===== config.mk =====
export PLATFORM = sky130hd
export DESIGN_NAME = mtfc_ctrl
export DESIGN_NICKNAME = d
export VERILOG_FILES = /design/src/sv/mtfc_pkg.sv /design/src/sv/mtfc_ctrl.sv
export SDC_FILE = /design/constraint.sdc
export NUM_CORES = 1
export LEC_CHECK = 0
export ABC_AREA = 1
export ABC_CLOCK_PERIOD_IN_PS = 1700
export BUFFER_PORTS_ARGS = -buffer_cell sky130_fd_sc_hd__buf_4
export CAP_MARGIN = 15
export CORE_AREA = 2 2 39 41
export DETAILED_ROUTE_END_ITERATION = 16
export DIE_AREA = 0 0 41 43
export GPL_TIMING_DRIVEN = 0
export SYNTH_ARGS = -nofsm -noshare
export SYNTH_HDL_FRONTEND = slang
export SYNTH_SLANG_ARGS = --single-unit

===== constraint.sdc =====
create_clock -name clk -period 1.7 [get_ports clk]
set_input_delay 0.425 -clock clk [delete_from_list [all_inputs] [get_ports clk]]
set_output_delay 0.425 -clock clk [all_outputs]
set_load 0.005 [all_outputs]

===== src/sv/mtfc_pkg.sv =====
// ----------------------------------------------------------------------------
// mtfc_pkg
// Shared types and constants for the move-to-front object cache.
// ----------------------------------------------------------------------------
`default_nettype none

package mtfc_pkg;

  localparam int CACHE_ENTRIES = 64;
  localparam int POS_W         = $clog2(CACHE_ENTRIES);
  localparam int NUM_W         = 23;
  localparam int GEN_W         = 16;
  localparam int HDL_W         = 16;
  localparam int HPOS_W        = 6;

  // Stored payload of one cache slot; the present bit lives apart so it can be reset.
  typedef struct packed {
    logic [NUM_W-1:0] num;
    logic [GEN_W-1:0] gen;
    logic             printing;
    logic             type3;
    logic [HDL_W-1:0] handle;
  } entry_t;

  typedef enum logic [1:0] {
    ST_IDLE,
    ST_MATCH,
    ST_UPDATE
  } state_t;

  typedef struct packed {
    logic capture;
    logic compare;
    logic commit;
  } cmd_t;

endpackage

`default_nettype wire


===== src/sv/mtfc_ctrl.sv =====
// ----------------------------------------------------------------------------
// mtfc_ctrl
// Sequencer: capture request, register compare, then select/shift and commit.
// ----------------------------------------------------------------------------
`default_nettype none

module mtfc_ctrl import mtfc_pkg::*; (
  input  wire  clk,
  input  wire  rst,
  input  wire  in_valid,
  output logic in_ready,
  output logic out_valid,
  input  wire  out_ready,
  output cmd_t cmd
);

  state_t state, state_next;
  logic   out_valid_next;

  always_ff @(posedge clk) begin
    if (rst) begin
      state     <= ST_IDLE;
      out_valid <= 1'b0;
    end else begin
      state     <= state_next;
      out_valid <= out_valid_next;
    end
  end

  always_comb begin
    state_next = state;
    in_ready   = 1'b0;
    cmd        = '0;
    unique case (state)
      ST_IDLE: begin
        in_ready = 1'b1;
        if (in_valid) begin
          cmd.capture = 1'b1;
          state_next  = ST_MATCH;
        end
      end
      ST_MATCH: begin
        cmd.compare = 1'b1;
        state_next  = ST_UPDATE;
      end
      ST_UPDATE: begin
        // commit only once the output register is free
        if (!out_valid || out_ready) begin
          cmd.commit = 1'b1;
          in_ready   = 1'b1;
          if (in_valid) begin
            cmd.capture = 1'b1;
            state_next  = ST_MATCH;
          end else begin
            state_next = ST_IDLE;
          end
        end
      end
      default: state_next = ST_IDLE;
    endcase
  end

  always_comb begin
    if (cmd.commit)
      out_valid_next = 1'b1;
    else if (out_ready)
      out_valid_next = 1'b0;
    else
      out_valid_next = out_valid;
  end

endmodule

`default_nettype wire


==> results of run 1 <==
worst register-to-register path, stage by stage, from the launching register on:
cell	delay, ns
dfxtp_1	0.39
nand3_2	0.12
nand2_1	0.09
nor2_1	0.04
cell usage in the layout (no fill, tap or decap):
master / count
dfxtp_1: 3
clkbuf_1: 1
buf_4: 10
nand3_2: 1
nand2_1: 5
a21oi_2: 2
nor2_1: 4
inv_1: 5
clkbuf_4: 3
a21oi_1: 1
inv_2: 1
power by group through the flow:
stage	clock network [mW]	registers, mW	logic (mW)
2_1_floorplan	0	0.0781	0.0149
3_3_place_gp	0	0.0785	0.0313
3_5_place_dp	0	0.0787	0.0314
4_1_cts	0.132	0.0776	0.0315
5_1_grt	0.138	0.0780	0.0344
6_report	0.122	0.0775	0.0307
layout make-up:
type                            count  area share [%]
Sequential cell                     3            22.2
Buffer                              2            5.56
Multi-Input combinational cell     13            24.5
Clock buffer                        4            9.72
Tap cell                           16            7.41
Inverter                            6            8.33
Timing Repair Buffer                8            22.2
kinds of logic after synthesis:
group	Yosys count	synth area share, %
and+or+nand+nor	10	26.7
buffers and inverters	8	22.9
DFF	3	36.6
AOI/OAI and AO/OA	3	13.7
synth_stat cells:
cell type  number
buf_4           2
a21oi_1         1
dfxtp_1         3
a21oi_2         2
nand3_2         1
inv_2           1
inv_1           5
nor2_1          4
nand2_1         5
path summary, 6_finish.rpt:
check,endpoint
max,cmd[0]
min,out_valid$_SDFFE_PP0P_
max reg2reg,state[0]$_SDFFE_PP0P_
min reg2reg,state[1]$_SDFFE_PP0P_
stage by stage:
step	area (µm²)	power [mW]	worst slack (ns)	util, %	cells
global placement	244	0.110	0.238	17.6	48
finish	270	0.230	0.225	19.5	52
floorplan	164	0.0930	0.497	-	24
global route	270	0.250	0.120	19.5	52
detailed placement	244	0.110	0.233	17.6	48
CTS	270	0.241	0.201	19.5	52
registers in the layout, summed over array words and instances, names as in the netlist:
signal and cells:
out_valid 1, state 2
per-layer routing:
metal  routed length [µm]  track usage [%]
met1                  125             4.17
met2                  159             5.63
met3                   37             6.28
met4                    0             6.00
met5                    0                0
==> impl_metrics.tcl, run 1 <==
set metrics [dict create \
    first_pass_iters 2 \
    syn_area_um2 164 \
    finalWirelength_um 323 \
    gr-total-overflow 0 \
    synth_area_leaders "dfxtp_1 (37%), inv_1 (11%), nand2_1 (11%)" \
    drc 0 \
    hpwlAfterDp_um 275 \
    fin_crit_sh_pct 86.7 \
    end_kind "output pin" \
    clkLatencyLatePin_ns 0.23 \
    layout-drive-gt1-share_pct 47.2 \
    antenna_found_initial 0 \
    setup_violations 0 \
    fmax_ghz 0.678 \
    rows 14 \
    die_h_um 43 \
    cellPowerDensity_nw_per_um2 853 \
    drt_iter0_drc 2 \
    switching_share_pct 21.7 \
    final_hold_viol_count 0 \
    start_util_pct 11.8 \
    nets 41 \
    multiInputGateArea_um2 66.3 \
    seqCellArea_um2 60.1 \
    cp_top_family "flip-flops" \
    path_clk_slew_ns 0.03 \
    crit_fanout 4 \
    synth_fp_nets 28 \
    drt-vias-per-instance 3.19 \
    synth_top_area_share_pct 36.6 \
    synth_top_cell_by_area "dfxtp_1" \
    p_leak_nw 0.147 \
    drv_slew 0 \
    yosysSeqAreaShare_pct 36.6 \
    critical_path_required_ns 1.27 \
    h-tree-depth 1 \
    gp_congestion 0.598 \
    syn_to_final_growth_pct 64.9 \
    slowest_stage "dfxtp_1" \
    fin_crit_ns 1.47 \
    drtAntennaViolNets 0 \
    cts_tree "built" \
    synth.avg_cell_area_um2 6.83 \
    grt_pass1_wl_um 510 \
    path_depth 5 \
    hold_buffers 0 \
    cts_resized 0 \
    rrSetupSlack_ns 0.96 \
    p_int_uw 180 \
    root_buffer "clkbuf_4" \
    slowest_delay_ns 0.37 \
    ir_worst_vdd_uv 196 \
    nFillCells 165 \
    worstPathCellList "inv_2 > nand2_1 > nor2_1 > buf_4 > buf_4" \
    grt_pass1_vias 141 \
    vias 166 \
    maxSlewHeadroom_pct 88.8 \
    die-area_um2 1760 \
    num_antenna_cells 0 \
    ys_types 9 \
    hold_start "rst" \
    pin_count 9 \
    worst_pin_slew_ns 0.168 \
    numCtsBuffers 3 \
    p_clk_share_pct 53.1 \
    clkSinkCount 3 \
    synthCells 24 \
    grt_max_degree 6 \
    hold_slack_ns 0.367 \
    crit_top_cell "buf_4" \
    crit_start "state[0]$_SDFFE_PP0P_" \
    status "finished clean" \
    track_usage_pct 5.22 \
    maxCapViolCount 0 \
    fin_tns_setup_ns 0 \
    rr_startpoint "state[1]$_SDFFE_PP0P_" \
    ys_ff_latch 3 \
    port_buffers 8 \
    finClkSkew_ns 0.0000681 \
    hp-class "in -> reg" \
    crit_buf_inv 3 \
    core_um2 1380 \
    reg2regPathDepth 3 \
    post_cts_buffers 0 \
    p_comb_share_pct 13.3 \
    cts.path.max_buffers 2 \
    seqPwrFrac_pct 33.6 \
    startpoint_type "register" \
    die_x_um 41 \
    crit_type "reg -> out" \
    power_switching_uw 50.0 \
    worstPathArrival_ns 1.05 \
    rsz0062_at_grt "no" \
    holdPathStages 2 \
    synth_warnings 0 \
    wire_per_inst_um 6.21 \
]
Power figures use the tool's default switching activity.
==> inputs of run 2 (changes only) <==
Settings changed: CELL_PAD_IN_SITES_DETAIL_PLACEMENT from default to 0, CELL_PAD_IN_SITES_GLOBAL_PLACEMENT from default to 1, CTS_CLUSTER_DIAMETER from default to 50, PLACE_DENSITY_LB_ADDON from default to 0.1.
==> impl_metrics.tcl, run 2 (synthesized netlist as in run 1, its figures left out) <==
set metrics [dict create \
    end_kind "output pin" \
    hold_buffers 0 \
    fmax_ghz 0.658 \
    grt_pass1_wl_um 634 \
    critical_path_required_ns 1.27 \
    clkLatencyLatePin_ns 0.23 \
    cts.path.max_buffers 2 \
    numCtsBuffers 3 \
    startpoint_type "register" \
    cts_resized 0 \
    post_cts_buffers 0 \
    gp_congestion 0.633 \
    rsz0062_at_grt "no" \
    fin_crit_sh_pct 89.4 \
    drv_slew 0 \
    drc 0 \
    die_h_um 43 \
    first_pass_iters 2 \
    hpwlAfterDp_um 318 \
    nFillCells 164 \
    drt_iter0_drc 1 \
    num_antenna_cells 0 \
    power_uw 236 \
    final_hold_viol_count 0 \
    root_buffer "clkbuf_4" \
    fin_tns_setup_ns 0 \
    slowest_stage "dfxtp_1" \
    cp_top_family "flip-flops" \
    wire_per_inst_um 7.73 \
    worstPathCellList "inv_2 > nand2_1 > nor2_1 > buf_4 > buf_4" \
    crit_fanout 4 \
    layout-drive-gt1-share_pct 47.2 \
    post-place-ws_ns 0.234 \
    drtAntennaViolNets 0 \
    antenna_found_initial 0 \
    crit_type "reg -> out" \
    grt_pass1_vias 164 \
    die_x_um 41 \
    gr-total-overflow 0 \
    port_buffers 8 \
    final_common_cell "buf_4" \
    maxCapViolCount 0 \
    finalWirelength_um 402 \
    largest_register_ffs 2 \
    worstPathArrival_ns 1.10 \
    drt-vias-per-instance 3.25 \
    pin_count 9 \
    largestRegisters "state (2), out_valid (1)" \
    grt_max_degree 6 \
    final_cell_mix "buf_4 (10), nand2_1 (5), inv_1 (5)" \
    fin_crit_ns 1.52 \
    die-area_um2 1760 \
    start_util_pct 11.8 \
    vias 169 \
    path_depth 5 \
    regMostFlops "state" \
    path_clk_slew_ns 0.04 \
    nets 41 \
    ir_worst_vdd_uv 175 \
    setup_violations 0 \
    clkSinkCount 3 \
    crit_buf_inv 3 \
    track_usage_pct 6.02 \
    hp-class "in -> reg" \
    holdPathStages 2 \
    maxSlewHeadroom_pct 87.8 \
    slowest_delay_ns 0.39 \
    status "finished clean" \
    syn_to_final_growth_pct 64.9 \
    crit_top_cell "buf_4" \
    worst_pin_slew_ns 0.182 \
    p_leak_nw 0.147 \
    h-tree-depth 1 \
    cellPowerDensity_nw_per_um2 874 \
    reg2regPathDepth 3 \
    rows 14 \
    finClkSkew_ns 0.000573 \
    core_um2 1380 \
    cts_tree "built" \
    layout_setup_ws_ns 0.180 \
]
-- run 2: cell counts in the layout (fill, tap and decap cells not counted) --
No cell type changed its count.
-- run 2: stage by stage --
step	std cells	hold WS, ns	instance area, µm²	utilization [%]
2_1_floorplan	24	0.477	164	-
3_3_place_gp	48	0.505	244	17.6
3_5_place_dp	48	0.513	244	17.6
4_1_cts	52	0.363	270	19.5
5_1_grt	52	0.362	270	19.5
6_report	52	0.367	270	19.5
-- run 2: area by class of cell --
cell class	instances	area (µm²)	area share, %
Buffer	2	15.0	5.56
Clock buffer	4	26.3	9.72
Inverter	6	22.5	8.33
Multi-Input combinational cell	13	66.3	24.5
Sequential cell	3	60.1	22.2
Tap cell	16	20.0	7.41
Timing Repair Buffer	8	60.1	22.2
-- run 2: per-layer routing --
layer / GRT usage [%] / wire, µm
met5: 0 / 0
met2: 7.50 / 188
met1: 5.77 / 170
met4: 8.00 / 0
met3: 3.14 / 42
-- run 2: power by group --
group          internal [mW]  leakage [nW]  total, mW  switching (mW)
Combinational         0.0186         0.108     0.0312          0.0126
Clock                 0.0881        0.0150      0.127          0.0392
Sequential            0.0740        0.0246     0.0778         0.00378
Total                  0.181         0.147      0.236          0.0556
-- run 2: path summary, 6_finish.rpt --
kind / startpoint / to / slack, ns
worst max-delay path: state[0]$_SDFFE_PP0P_ / cmd[0] / 0.18
worst min-delay path: rst / out_valid$_SDFFE_PP0P_ / 0.37
worst max register to register: state[1]$_SDFFE_PP0P_ / state[0]$_SDFFE_PP0P_ / 0.94
worst min register to register: out_valid$_SDFFE_PP0P_ / state[1]$_SDFFE_PP0P_ / 0.51
